<file path="src/rtl/ordered_array_list_engine_assert.svh">
// ----------------------------------------------------------------------------
// Assertion macros for the ordered array list engine
// Shared property forms used by the RTL files that carry assertions.
// ----------------------------------------------------------------------------
`ifndef ORDERED_ARRAY_LIST_ENGINE_ASSERT_SVH
`define ORDERED_ARRAY_LIST_ENGINE_ASSERT_SVH

// Same-cycle implication, checked on every rising edge outside reset.
`define OALE_ASSERT_IMP(lbl, ante, cons, msg) \
  lbl: assert property (@(posedge clk) disable iff (!rst_n) (ante) |-> (cons)) \
    else $error(msg);

// Next-cycle implication, checked on every rising edge outside reset.
`define OALE_ASSERT_NXT(lbl, ante, cons, msg) \
  lbl: assert property (@(posedge clk) disable iff (!rst_n) (ante) |=> (cons)) \
    else $error(msg);

`endif

</file>
<file path="src/rtl/oale_pkg.sv">
// ----------------------------------------------------------------------------
// oale_pkg
// Types, field layouts and request codes of the ordered array list engine.
// ----------------------------------------------------------------------------
package oale_pkg;

  // List capacity and the widths that follow from it.
  localparam int DEPTH  = 64;
  localparam int ADDR_W = $clog2(DEPTH);
  localparam int CNT_W  = $clog2(DEPTH + 1);

  // Item field widths.
  localparam int TYPE_W  = 3;
  localparam int POS_W   = 7;
  localparam int WORD_W  = 32;
  localparam int STAT_W  = 2;
  localparam int FPOS_W  = 6;
  localparam int COUNT_W = 7;

  // Input tdata layout, lowest bit first.
  localparam int IN_TYPE_LSB = 0;
  localparam int IN_POS_LSB  = IN_TYPE_LSB + TYPE_W;
  localparam int IN_VAL_LSB  = IN_POS_LSB + POS_W;
  localparam int IN_BITS     = IN_VAL_LSB + WORD_W;
  localparam int IN_TDATA_W  = ((IN_BITS + 7) / 8) * 8;

  // Output tdata layout, lowest bit first.
  localparam int OUT_STAT_LSB  = 0;
  localparam int OUT_RDATA_LSB = OUT_STAT_LSB + STAT_W;
  localparam int OUT_FPOS_LSB  = OUT_RDATA_LSB + WORD_W;
  localparam int OUT_CNT_LSB   = OUT_FPOS_LSB + FPOS_W;
  localparam int OUT_BITS      = OUT_CNT_LSB + COUNT_W;
  localparam int OUT_TDATA_W   = ((OUT_BITS + 7) / 8) * 8;

  // Count value of a full list.
  localparam logic [CNT_W-1:0] CNT_FULL = CNT_W'(DEPTH);

  // Request codes.
  localparam logic [TYPE_W-1:0] REQ_APPEND  = 3'd0;
  localparam logic [TYPE_W-1:0] REQ_INSERT  = 3'd1;
  localparam logic [TYPE_W-1:0] REQ_GET     = 3'd2;
  localparam logic [TYPE_W-1:0] REQ_REPLACE = 3'd3;
  localparam logic [TYPE_W-1:0] REQ_REMOVE  = 3'd4;
  localparam logic [TYPE_W-1:0] REQ_FIND    = 3'd5;

  // Result status codes.
  typedef enum logic [STAT_W-1:0] {
    STAT_OK       = 2'd0,
    STAT_RANGE    = 2'd1,
    STAT_FULL     = 2'd2,
    STAT_NOTFOUND = 2'd3
  } status_t;

endpackage

</file>
<file path="src/rtl/oale_ram.sv">
// ----------------------------------------------------------------------------
// oale_ram
// Generic simple dual-port RAM: one write port, one read port with a
// registered read.
// ----------------------------------------------------------------------------
module oale_ram #(
  parameter int WIDTH = 32,
  parameter int DEPTH = 64
) (
  input  logic                     clk,
  input  logic                     wr_en,
  input  logic [$clog2(DEPTH)-1:0] wr_addr,
  input  logic [WIDTH-1:0]         wr_data,
  input  logic [$clog2(DEPTH)-1:0] rd_addr,
  output logic [WIDTH-1:0]         rd_data
);

  logic [WIDTH-1:0] mem_r [DEPTH];
  logic [WIDTH-1:0] rd_data_r;

  // Write port.
  always_ff @(posedge clk) begin
    if (wr_en) begin
      mem_r[wr_addr] <= wr_data;
    end
  end

  // Registered read port.
  always_ff @(posedge clk) begin
    rd_data_r <= mem_r[rd_addr];
  end

  assign rd_data = rd_data_r;

endmodule

</file>
<file path="src/rtl/ordered_array_list_engine.sv">
// ----------------------------------------------------------------------------
// ordered_array_list_engine
// Ordered list of signed 32-bit words with append, insert, get, replace,
// remove and find requests, one result item per request item.
// ----------------------------------------------------------------------------
// The list lives in a 64-entry RAM with one write and one registered read
// port; a small sequencer walks it one entry per cycle. The block takes one
// request item at a time and drops in_tready while it works. Append, replace,
// failed range or full checks, find on an empty list, insert at the end,
// removal of the last entry and unused codes need no walk; get reads a single
// entry. Insert at an index p below the count n and remove at an index p
// below n - 1 walk the entries that move, since every moved entry costs one
// RAM read and one write. Find compares one entry per cycle and stops at the
// first match. The slowest item is a failed find on a full list, set by the
// single RAM read port. The result register lets the next item be accepted
// while a result still waits to be taken.
// ----------------------------------------------------------------------------
`include "ordered_array_list_engine_assert.svh"

module ordered_array_list_engine (
  input  logic                            clk,
  input  logic                            rst_n,
  // in_tdata: req_type[2:0], position[9:3], item_value[41:10], zero fill
  input  logic [oale_pkg::IN_TDATA_W-1:0] in_tdata,
  input  logic                            in_tvalid,
  output logic                            in_tready,
  // out_tdata: status[1:0], read_data[33:2], found_position[39:34],
  // entry_count[46:40], zero fill
  output logic [oale_pkg::OUT_TDATA_W-1:0] out_tdata,
  output logic                             out_tvalid,
  input  logic                             out_tready
);

  import oale_pkg::*;

  typedef enum logic [2:0] {
    ST_IDLE = 3'b001,
    ST_WALK = 3'b010,
    ST_DONE = 3'b100
  } state_t;

  // Sequencer and list state.
  state_t              state_r, state_nxt;
  logic [CNT_W-1:0]    cnt_r, cnt_nxt;
  logic [TYPE_W-1:0]   kind_r, kind_nxt;
  logic [ADDR_W-1:0]   pos_r, pos_nxt;
  logic [WORD_W-1:0]   val_r, val_nxt;
  logic [ADDR_W-1:0]   addr_r, addr_nxt;
  logic [ADDR_W-1:0]   stop_r, stop_nxt;
  logic [ADDR_W-1:0]   paddr_r, paddr_nxt;
  logic                issue_r, issue_nxt;
  logic                pend_r, pend_nxt;

  // Result of the current request.
  status_t             res_status_r, res_status_nxt;
  logic [WORD_W-1:0]   res_rdata_r, res_rdata_nxt;
  logic [ADDR_W-1:0]   res_fpos_r, res_fpos_nxt;

  // Output register.
  logic                out_valid_r, out_valid_nxt;
  status_t             out_status_r, out_status_nxt;
  logic [WORD_W-1:0]   out_rdata_r, out_rdata_nxt;
  logic [FPOS_W-1:0]   out_fpos_r, out_fpos_nxt;
  logic [COUNT_W-1:0]  out_cnt_r, out_cnt_nxt;

  // RAM ports.
  logic                ram_we;
  logic [ADDR_W-1:0]   ram_waddr;
  logic [WORD_W-1:0]   ram_wdata;
  logic [WORD_W-1:0]   ram_rdata;

  // Input fields and helpers.
  logic [TYPE_W-1:0]   in_type;
  logic [POS_W-1:0]    in_pos;
  logic [WORD_W-1:0]   in_val;
  logic                accept;
  logic                full;
  logic [CNT_W-1:0]    cnt_m1;
  logic [POS_W-1:0]    pos_p1;
  logic                walk_down;

  assign in_type = in_tdata[IN_TYPE_LSB +: TYPE_W];
  assign in_pos  = in_tdata[IN_POS_LSB +: POS_W];
  assign in_val  = in_tdata[IN_VAL_LSB +: WORD_W];

  assign in_tready = (state_r == ST_IDLE);
  assign accept    = in_tvalid && in_tready;
  assign full      = (cnt_r == CNT_FULL);
  assign cnt_m1    = cnt_r - CNT_W'(1);
  assign pos_p1    = in_pos + POS_W'(1);
  assign walk_down = (kind_r == REQ_INSERT);

  // Element store.
  oale_ram #(
    .WIDTH (WORD_W),
    .DEPTH (DEPTH)
  ) u_store (
    .clk     (clk),
    .wr_en   (ram_we),
    .wr_addr (ram_waddr),
    .wr_data (ram_wdata),
    .rd_addr (addr_r),
    .rd_data (ram_rdata)
  );

  // Request decode, walk sequencer and result hand-off.
  always_comb begin
    state_nxt      = state_r;
    cnt_nxt        = cnt_r;
    kind_nxt       = kind_r;
    pos_nxt        = pos_r;
    val_nxt        = val_r;
    addr_nxt       = addr_r;
    stop_nxt       = stop_r;
    paddr_nxt      = paddr_r;
    issue_nxt      = issue_r;
    pend_nxt       = pend_r;
    res_status_nxt = res_status_r;
    res_rdata_nxt  = res_rdata_r;
    res_fpos_nxt   = res_fpos_r;
    out_valid_nxt  = out_valid_r;
    out_status_nxt = out_status_r;
    out_rdata_nxt  = out_rdata_r;
    out_fpos_nxt   = out_fpos_r;
    out_cnt_nxt    = out_cnt_r;
    ram_we         = 1'b0;
    ram_waddr      = '0;
    ram_wdata      = '0;

    // The downstream side takes the waiting result.
    if (out_valid_r && out_tready) begin
      out_valid_nxt = 1'b0;
    end

    unique case (state_r)
      ST_IDLE: begin
        if (accept) begin
          kind_nxt       = in_type;
          pos_nxt        = in_pos[ADDR_W-1:0];
          val_nxt        = in_val;
          res_status_nxt = STAT_OK;
          res_rdata_nxt  = '0;
          res_fpos_nxt   = '0;
          issue_nxt      = 1'b1;
          pend_nxt       = 1'b0;
          state_nxt      = ST_DONE;
          unique case (in_type)
            REQ_APPEND: begin
              if (full) begin
                res_status_nxt = STAT_FULL;
              end else begin
                ram_we    = 1'b1;
                ram_waddr = cnt_r[ADDR_W-1:0];
                ram_wdata = in_val;
                cnt_nxt   = cnt_r + CNT_W'(1);
              end
            end
            REQ_INSERT: begin
              if (in_pos > cnt_r) begin
                res_status_nxt = STAT_RANGE;
              end else if (full) begin
                res_status_nxt = STAT_FULL;
              end else if (in_pos == cnt_r) begin
                ram_we    = 1'b1;
                ram_waddr = in_pos[ADDR_W-1:0];
                ram_wdata = in_val;
                cnt_nxt   = cnt_r + CNT_W'(1);
              end else begin
                addr_nxt  = cnt_m1[ADDR_W-1:0];
                stop_nxt  = in_pos[ADDR_W-1:0];
                state_nxt = ST_WALK;
              end
            end
            REQ_GET: begin
              if (in_pos >= cnt_r) begin
                res_status_nxt = STAT_RANGE;
              end else begin
                addr_nxt  = in_pos[ADDR_W-1:0];
                stop_nxt  = in_pos[ADDR_W-1:0];
                state_nxt = ST_WALK;
              end
            end
            REQ_REPLACE: begin
              if (in_pos >= cnt_r) begin
                res_status_nxt = STAT_RANGE;
              end else begin
                ram_we    = 1'b1;
                ram_waddr = in_pos[ADDR_W-1:0];
                ram_wdata = in_val;
              end
            end
            REQ_REMOVE: begin
              if (in_pos >= cnt_r) begin
                res_status_nxt = STAT_RANGE;
              end else if (pos_p1 == cnt_r) begin
                cnt_nxt = cnt_m1;
              end else begin
                addr_nxt  = pos_p1[ADDR_W-1:0];
                stop_nxt  = cnt_m1[ADDR_W-1:0];
                state_nxt = ST_WALK;
              end
            end
            REQ_FIND: begin
              if (cnt_r == '0) begin
                res_status_nxt = STAT_NOTFOUND;
              end else begin
                addr_nxt  = '0;
                stop_nxt  = cnt_m1[ADDR_W-1:0];
                state_nxt = ST_WALK;
              end
            end
            default: begin
              // Unused codes change nothing and report ok.
            end
          endcase
        end
      end

      ST_WALK: begin
        // Issue the next RAM read of the walk.
        if (issue_r) begin
          pend_nxt  = 1'b1;
          paddr_nxt = addr_r;
          if (addr_r == stop_r) begin
            issue_nxt = 1'b0;
          end else if (walk_down) begin
            addr_nxt = addr_r - ADDR_W'(1);
          end else begin
            addr_nxt = addr_r + ADDR_W'(1);
          end
        end else begin
          pend_nxt = 1'b0;
        end

        // Use the word read in the previous cycle.
        if (pend_r) begin
          unique case (kind_r)
            REQ_INSERT: begin
              ram_we    = 1'b1;
              ram_waddr = paddr_r + ADDR_W'(1);
              ram_wdata = ram_rdata;
            end
            REQ_REMOVE: begin
              ram_we    = 1'b1;
              ram_waddr = paddr_r - ADDR_W'(1);
              ram_wdata = ram_rdata;
            end
            REQ_GET: begin
              res_rdata_nxt = ram_rdata;
            end
            REQ_FIND: begin
              if (ram_rdata == val_r) begin
                res_fpos_nxt = paddr_r;
                issue_nxt    = 1'b0;
                pend_nxt     = 1'b0;
                state_nxt    = ST_DONE;
              end
            end
            default: begin
            end
          endcase
        end

        // Walk finished: close out the request.
        if (!issue_r && !pend_r) begin
          state_nxt = ST_DONE;
          unique case (kind_r)
            REQ_INSERT: begin
              ram_we    = 1'b1;
              ram_waddr = pos_r;
              ram_wdata = val_r;
              cnt_nxt   = cnt_r + CNT_W'(1);
            end
            REQ_REMOVE: begin
              cnt_nxt = cnt_m1;
            end
            REQ_FIND: begin
              res_status_nxt = STAT_NOTFOUND;
            end
            default: begin
            end
          endcase
        end
      end

      ST_DONE: begin
        // Move the result into the output register once it is free.
        if (!out_valid_r || out_tready) begin
          out_valid_nxt  = 1'b1;
          out_status_nxt = res_status_r;
          out_rdata_nxt  = res_rdata_r;
          out_fpos_nxt   = FPOS_W'(res_fpos_r);
          out_cnt_nxt    = COUNT_W'(cnt_r);
          state_nxt      = ST_IDLE;
        end
      end

      default: begin
        state_nxt = ST_IDLE;
      end
    endcase
  end

  // Control registers.
  always_ff @(posedge clk) begin
    if (!rst_n) begin
      state_r     <= ST_IDLE;
      cnt_r       <= '0;
      issue_r     <= 1'b0;
      pend_r      <= 1'b0;
      out_valid_r <= 1'b0;
    end else begin
      state_r     <= state_nxt;
      cnt_r       <= cnt_nxt;
      issue_r     <= issue_nxt;
      pend_r      <= pend_nxt;
      out_valid_r <= out_valid_nxt;
    end
  end

  // Payload registers.
  always_ff @(posedge clk) begin
    kind_r       <= kind_nxt;
    pos_r        <= pos_nxt;
    val_r        <= val_nxt;
    addr_r       <= addr_nxt;
    stop_r       <= stop_nxt;
    paddr_r      <= paddr_nxt;
    res_status_r <= res_status_nxt;
    res_rdata_r  <= res_rdata_nxt;
    res_fpos_r   <= res_fpos_nxt;
    out_status_r <= out_status_nxt;
    out_rdata_r  <= out_rdata_nxt;
    out_fpos_r   <= out_fpos_nxt;
    out_cnt_r    <= out_cnt_nxt;
  end

  // Output packing.
  always_comb begin
    out_tdata = '0;
    out_tdata[OUT_STAT_LSB +: STAT_W]   = out_status_r;
    out_tdata[OUT_RDATA_LSB +: WORD_W]  = out_rdata_r;
    out_tdata[OUT_FPOS_LSB +: FPOS_W]   = out_fpos_r;
    out_tdata[OUT_CNT_LSB +: COUNT_W]   = out_cnt_r;
  end
  assign out_tvalid = out_valid_r;

  // The count never passes the capacity.
  `OALE_ASSERT_IMP(a_cnt_bound, 1'b1, cnt_r <= CNT_FULL, "entry count above capacity")
  // An append to a list with room grows it by one in the next cycle.
  `OALE_ASSERT_NXT(a_append_grows, accept && (in_type == REQ_APPEND) && !full,
                   cnt_r == $past(cnt_r) + CNT_W'(1), "append did not grow the list")
  // Every RAM write stays at or below the current count.
  `OALE_ASSERT_IMP(a_write_bound, ram_we, CNT_W'(ram_waddr) <= cnt_r,
                   "element write beyond the end of the list")
  // A failed find reports index zero.
  `OALE_ASSERT_IMP(a_notfound_pos, out_valid_r && (out_status_r == STAT_NOTFOUND),
                   out_fpos_r == '0, "failed find with nonzero index")

endmodule

</file>
<file path="config.mk">
export PLATFORM = sky130hd
export DESIGN_NAME = ordered_array_list_engine
export DESIGN_NICKNAME = d
export VERILOG_FILES = /design/src/rtl/oale_pkg.sv /design/src/rtl/oale_ram.sv /design/src/rtl/ordered_array_list_engine.sv
export VERILOG_INCLUDE_DIRS = /design/src /design/src/rtl
export SDC_FILE = /design/constraint.sdc
export NUM_CORES = 2
export LEC_CHECK = 0
export BUFFER_PORTS_ARGS = -buffer_cell sky130_fd_sc_hd__buf_2
export CORE_MARGIN = 5
export CORE_UTILIZATION = 67
export DETAILED_ROUTE_END_ITERATION = 8
export PLACE_DENSITY_LB_ADDON = 0.2
export SLEW_MARGIN = 25
export SYNTH_ARGS = -nofsm -noshare
export SYNTH_HDL_FRONTEND = slang
export SYNTH_HIERARCHICAL = 1
export SYNTH_SLANG_ARGS = --single-unit
</file>
<file path="constraint.sdc">
create_clock -name clk -period 15.6 [get_ports clk]
set_input_delay 2.34 -clock clk [delete_from_list [all_inputs] [get_ports clk]]
set_output_delay 2.34 -clock clk [all_outputs]
set_load 0.05 [all_outputs]
</file>
# After elaboration in Yosys (flattened, before gate mapping)
# Memories as Yosys holds them, arrays and structs flattened. A register that Yosys moved wholly into a read port is not among the register bits.
# Cells that the tools add are included.
# W data, S select, Z words.
# word_totals
word_cells,219
out_inout_bits,50
ram_bits,2048
reg_bits,159
memories,1
inputBits,52
# memory_table
memory,words,word_bits,rd,rd_clocked_by_memory_dff,wr,line,text
u_store.mem_r,64,32,1,1,1,oale_ram.sv:18,logic [WIDTH-1:0] mem_r [DEPTH];
# op_classes
n_eq_ne,49
n_reduce_logical,24
order_cmp,2
addsub,7
mux,118
# ops
op,count
$mux W32,13
$mux W6,30
$pmux W32 S2,2
$pmux W32 S3,1
$mux W7,8
$pmux W6 S2,4
$pmux W6 S4,2
$mux W3,13
$ne A3 B3 Y1 const B,12
$eq A32 B32 Y1,1
$pmux W7 S2,2
$mux W1,27
$ne A2 B2 Y1 const B,13
$pmux W7 S3,1
$pmux W6 S3,1
$eq A3 B3 Y1 const B,5
$add A7 B1 Y7 const B,2
$eq A7 B7 Y1,2
$add A6 B1 Y6 const B,2
$eq A3 B2 Y1 const B,4
$mux W2,6
$pmux W3 S4,1
$reduce_and A12 Y1,1
$sub A6 B1 Y6 const B,2
other kinds (29),45

# Longest topological paths before layout
# logic_depth
depth_word,9
ltp_mapped,14
depth_no_buf,11

# Hierarchy
# The synthesis kept the hierarchy.
# modules_own_cells
module,cells_each,instances,seq_area_each_um2,area_per_inst_um2
oale_ram,3511,1,62139.6,79039.6
ordered_array_list_engine,654,1,4644.5,8025.2

# Worst setup path before layout
# No wires, ideal clock.
# synth_timing
path_type,input to register
startpoint,input port in_tdata[3] (netlist name)
endpoint,memory u_store.mem_r[28][0] (enable)
required_time_ns,15.179
setup_ns,0.421
path_buffers,2
setup_slack_ns,8.859
path_stages,13
t_arrival_ns,6.320
path_cell_list,inv_1 > ha_1 > nand2b_1 > a211o_1 > a211oi_1 > o21a_1 > a22oi_1 > o22ai_1 > clkbuf_1 > or3b_2 > or2_2 > clkbuf_1 > nor2_1
# synth_via
elab_cells_between_ends,19
classes_between,2 x order compare; 1 x eq/ne; 16 x mux
# synth_rtl
element,line,text
"start, declared",ordered_array_list_engine.sv:24,"input logic [oale_pkg::IN_TDATA_W-1:0] in_tdata,"
"parallel branches: the longest is 4 deep, another holds $ge A7 B7 Y1",-,
$pmux W6 S3 *,ordered_array_list_engine.sv:147,unique case (in_type)
$mux W6 *,ordered_array_list_engine.sv:137,if (accept) begin
$pmux W6 S2 *,ordered_array_list_engine.sv:135,unique case (state_r)
named net ram_waddr[2],ordered_array_list_engine.sv:68,logic [ADDR_W-1:0] ram_waddr;
"end, declared",oale_ram.sv:18,
# Mark *: on every way through the listed nets, which the timed path passes.

# Worst setup path after layout
# layout_timing
startpoint,input port in_tdata[3] (netlist name)
endpoint,memory u_store.mem_r[49][29] (enable)
# layout_via
elab_chain_cells,9
elab_cells_between_ends,19
classes_between,2 x order compare; 1 x eq/ne; 16 x mux
# layout_lines
element,line,text
"parallel branches: the longest is 4 deep, another holds $ge A7 B7 Y1",-,
$pmux W1 S3 *,ordered_array_list_engine.sv:147,
$mux W1 *,ordered_array_list_engine.sv:137,
$pmux W1 S2 *,ordered_array_list_engine.sv:135,
named net ram_we,ordered_array_list_engine.sv:67,logic ram_we;
$mux W1 *,oale_ram.sv:23,if (wr_en) begin
$mux W1 (not written as such) *,oale_ram.sv:24,mem_r[wr_addr] <= wr_data;
# Marked as above.

==> metrics.log <==
INFO  metric run_status = complete, no violations
INFO  metric synth_cell_types = 85
INFO  metric fmax = 0.150 GHz
INFO  metric worst_path_largest_cell_delay = 0.95 ns
INFO  metric power.leakage = 0.0327 uW
INFO  metric share_of_final_layout_standard_cells_stronger_than_drive_strength_1 = 24.5%
INFO  metric worst_path_max_delay_cell = sky130_fd_sc_hd__o21ai_1
INFO  metric max_slew_margin = 20.5%
INFO  metric grt_antenna_before_repair = 15
INFO  metric peakVddDrop = 0.000130 V
INFO  metric placed_cells_incl_taps = 5910
INFO  metric ys_warn_count = 6
INFO  metric initial_core_utilization = 67.3%
INFO  metric htreeDepth = 4
INFO  metric critical-path-top-delay-family = compound AO/OA/AOI/OAI gates
INFO  metric cts.hold.buffers_added = 0
INFO  metric master_cell_of_the_clock_root_buffer = sky130_fd_sc_hd__clkbuf_16
INFO  metric finish.cell_count_without_fillers = 6297
INFO  metric routedLengthMet1 = 78100 um
INFO  metric criticalPathCategory = in2reg
INFO  metric synth_flop_cell = sky130_fd_sc_hd__edfxtp_1
INFO  metric synth_area = 87100 um2
INFO  metric avgSynthCellArea = 20.9 um2
INFO  metric synth.ff_latch_count = 2239
INFO  metric ys_top_cells_by_area = sky130_fd_sc_hd__edfxtp_1 76%, sky130_fd_sc_hd__mux4_2 12%, sky130_fd_sc_hd__mux2i_1 2.2%
INFO  metric period_share = 42.7%
INFO  metric overall_via_count_from_detail_route = 45000
INFO  metric drc = 0
INFO  metric drv_cap = 0
INFO  metric timing_hold_violations_final = 0
INFO  metric multiInputGateArea = 19300 um2
INFO  metric crit_arrival = 7.12 ns
INFO  metric clock_sinks = 2239
INFO  metric post-route-min-period = 6.66 ns
INFO  metric crit_required = 16.06 ns
INFO  metric grt_first_pass_wirelength = 319000 um
INFO  metric routed_via_density = 7.15
INFO  metric worst_clock_skew = 0.0401 ns
INFO  metric synth_enable_flop_cells = 2194
INFO  metric layout.area.seq = 66800 um2
INFO  metric synth.yosys.seq_area_share = 76.7%
INFO  metric drt-initial-drc-count = 6837
INFO  metric firstDrtPassIters = 8
INFO  metric netlist_instances = 4165
INFO  metric placeableCoreArea = 129000 um2
INFO  metric postSynth.asyncResetShare = 0%
INFO  metric clk_path_buf_depth = 3
INFO  metric max_slew.worst_pin.slew = 1.18 ns
INFO  metric critical_path.n_buffers_inverters = 3
INFO  metric start_kind = input port
INFO  metric final_max_slew_viol_count = 0
INFO  metric power-per-cell-area = 130 nW/um2
INFO  metric mappedNetlistNets = 4237
INFO  metric grt_start_max_net_pins = 111
INFO  metric cts_resized = 0
INFO  metric tritoncts.num_buffers = 208
INFO  metric critical_path.cell_chain = buf_2 -> inv_1 -> ha_1 -> nand2b_1 -> a211o_1 -> a211oi_1 -> o21a_1 -> a21oi_1 -> o21ai_1 -> nand3_1 -> nor2_4 -> buf_4
INFO  metric cp_endpoint_kind = flip-flop
INFO  metric met2_wl = 105000 um
INFO  metric first_global_vias = 44600
INFO  metric report.final.setup_viol = 0
INFO  metric clk-insertion-delay-late = 0.85 ns
INFO  metric finalWirelength = 223000 um
INFO  metric path_max_fanout = 27
INFO  metric tritoncts = built
INFO  metric gp_congestion = 0.876
INFO  metric finish.utilization = 74.9%
INFO  metric port-buffer-count = 94
INFO  metric nets = 4450
INFO  metric timing.setup.tns = 0 ns
INFO  metric cts.clk_slew.worst_paths = 0.06 ns
INFO  metric area_delta_synth_final = 11.3%
INFO  metric post-layout-total-power = 12600 uW
INFO  metric dp.final_hpwl = 123000 um
INFO  metric hold_path_class = reg2reg
INFO  metric die_area = 137000 um2
INFO  metric wl_per_cell = 35.4 um
INFO  metric grt_setup_unrepaired = no
INFO  metric floorplan.rows = 132
INFO  metric route.met3.wl = 31000 um
INFO  metric dieHeight = 370 um
INFO  metric cts_setup_buffers = 0
INFO  metric chipWidth = 370 um
INFO  metric ant_nets = 0
INFO  metric fill_cells = 6861
INFO  metric grt_util_all_layers = 33.1%
INFO  metric grt_remaining_overflow = 0
INFO  metric synth_top_area_share = 75.7%
INFO  metric netlist.top_cell.by_area = sky130_fd_sc_hd__edfxtp_1
INFO  metric top_layer_used = met5
INFO  metric pin_count = 102
[worst paths after layout]
path,slack (ns),end,cells past startpoint,from
setup / recovery,8.94,u_store/mem_r[49][29]$_DFFE_PP_,12,in_tdata[3]
hold / removal,0.41,out_status_r[0]$_DFFE_PP_,0,res_status_r[0]$_SDFFCE_PP1P_
setup reg to reg,10.00,u_store/mem_r[49][29]$_DFFE_PP_,11,cnt_r[4]$_SDFFE_PN0P_
hold reg to reg,0.41,out_status_r[0]$_DFFE_PP_,0,res_status_r[0]$_SDFFCE_PP1P_
[synthesized netlist by cell type (10+ instances only)]
library cell / count
sky130_fd_sc_hd__buf_6: 33
sky130_fd_sc_hd__a211oi_1: 25
sky130_fd_sc_hd__o22a_1: 12
sky130_fd_sc_hd__a311o_1: 12
sky130_fd_sc_hd__mux2i_1: 193
sky130_fd_sc_hd__mux4_2: 446
sky130_fd_sc_hd__a22oi_1: 136
sky130_fd_sc_hd__xnor2_1: 21
sky130_fd_sc_hd__a31oi_1: 22
sky130_fd_sc_hd__a21o_1: 36
sky130_fd_sc_hd__inv_1: 24
sky130_fd_sc_hd__xor2_1: 43
sky130_fd_sc_hd__ha_1: 18
sky130_fd_sc_hd__nor2b_1: 22
sky130_fd_sc_hd__buf_4: 30
sky130_fd_sc_hd__dfxtp_1: 45
sky130_fd_sc_hd__o211ai_1: 19
sky130_fd_sc_hd__nand2_1: 54
sky130_fd_sc_hd__o21ai_0: 59
sky130_fd_sc_hd__a21oi_1: 60
sky130_fd_sc_hd__buf_2: 59
sky130_fd_sc_hd__o221ai_1: 16
sky130_fd_sc_hd__nand2b_1: 10
sky130_fd_sc_hd__clkbuf_1: 98
sky130_fd_sc_hd__nand3_1: 62
sky130_fd_sc_hd__and2_1: 41
sky130_fd_sc_hd__a22o_1: 44
sky130_fd_sc_hd__edfxtp_1: 2194
sky130_fd_sc_hd__nor3_1: 15
sky130_fd_sc_hd__a211o_1: 11
sky130_fd_sc_hd__and3_1: 12
sky130_fd_sc_hd__o22ai_1: 47
sky130_fd_sc_hd__nor2_1: 121
[final cells by class]
class	count	area share (%)
clock inverters	120	1.23
flip-flops and latches	2239	68.9
diodes	6	0.0155
inverters	26	0.106
clock buffers	261	5.72
multi-input cells	1662	20.0
well taps	1742	2.25
repair buffers	241	1.79
[kinds of logic after synthesis]
family	share of synthesized area, %
fa+ha+maj	0.305
buf+inv	1.76
compound gates	4.41
mux	13.8
flops	76.7
simple gates	2.36
other cells	0.00431
xor+xnor	0.688
[metal layers]
layer	track usage, %	up-vias
met4	12.5	4
met1	46.9	23300
met5	0	-
li1	-	17800
met3	9.41	484
met2	50.6	3444
[state kept, by name, summed over array words and instances, names as in the netlist, 7 cells and up]
name and flops:
u_store/mem_r 2048, out_rdata_r 32, res_rdata_r 32, u_store/rd_data 32
val_r 32, cnt_r 7, out_cnt_r 7
[power breakdown]
| part | internal, uW | switching (uW) | total (uW) | leakage (uW) |
|---|---|---|---|---|
| combinational | 308 | 587 | 896 | 0.00764 |
| clock | 2860 | 2170 | 5020 | 0.00328 |
| sequential | 6590 | 61.6 | 6650 | 0.0218 |
| total | 9750 | 2820 | 12600 | 0.0327 |
[metrics by stage]
stage / area, um2 / setup slack (ns) / hold WS [ns]
after global routing: 96900 / 8.97 / 0.423
after detailed placement: 90100 / 8.28 / 0.405
after floorplan: 87100 / 8.86 / 0.400
after global placement: 90000 / 8.15 / 0.402
final: 96900 / 8.94 / 0.414
after CTS: 96900 / 9.15 / 0.409
[placed cells by master (no fill, tap or decap), types with 40 or more instances in the layout]
cell,count
sky130_fd_sc_hd__edfxtp_1,2194
sky130_fd_sc_hd__a22o_1,44
sky130_fd_sc_hd__buf_4,137
sky130_fd_sc_hd__a21oi_1,60
sky130_fd_sc_hd__o22ai_1,44
sky130_fd_sc_hd__o21ai_0,58
sky130_fd_sc_hd__nor2_1,55
sky130_fd_sc_hd__buf_2,94
sky130_fd_sc_hd__nor2_4,65
sky130_fd_sc_hd__clkinv_1,45
sky130_fd_sc_hd__mux2i_1,193
sky130_fd_sc_hd__dfxtp_1,45
sky130_fd_sc_hd__nand3_1,62
sky130_fd_sc_hd__clkbuf_16,213
sky130_fd_sc_hd__nand2_1,54
sky130_fd_sc_hd__clkbuf_1,45
sky130_fd_sc_hd__and2_1,40
sky130_fd_sc_hd__xor2_1,43
sky130_fd_sc_hd__a22oi_1,136
sky130_fd_sc_hd__mux4_2,446
Power figures use the tool's default switching activity.
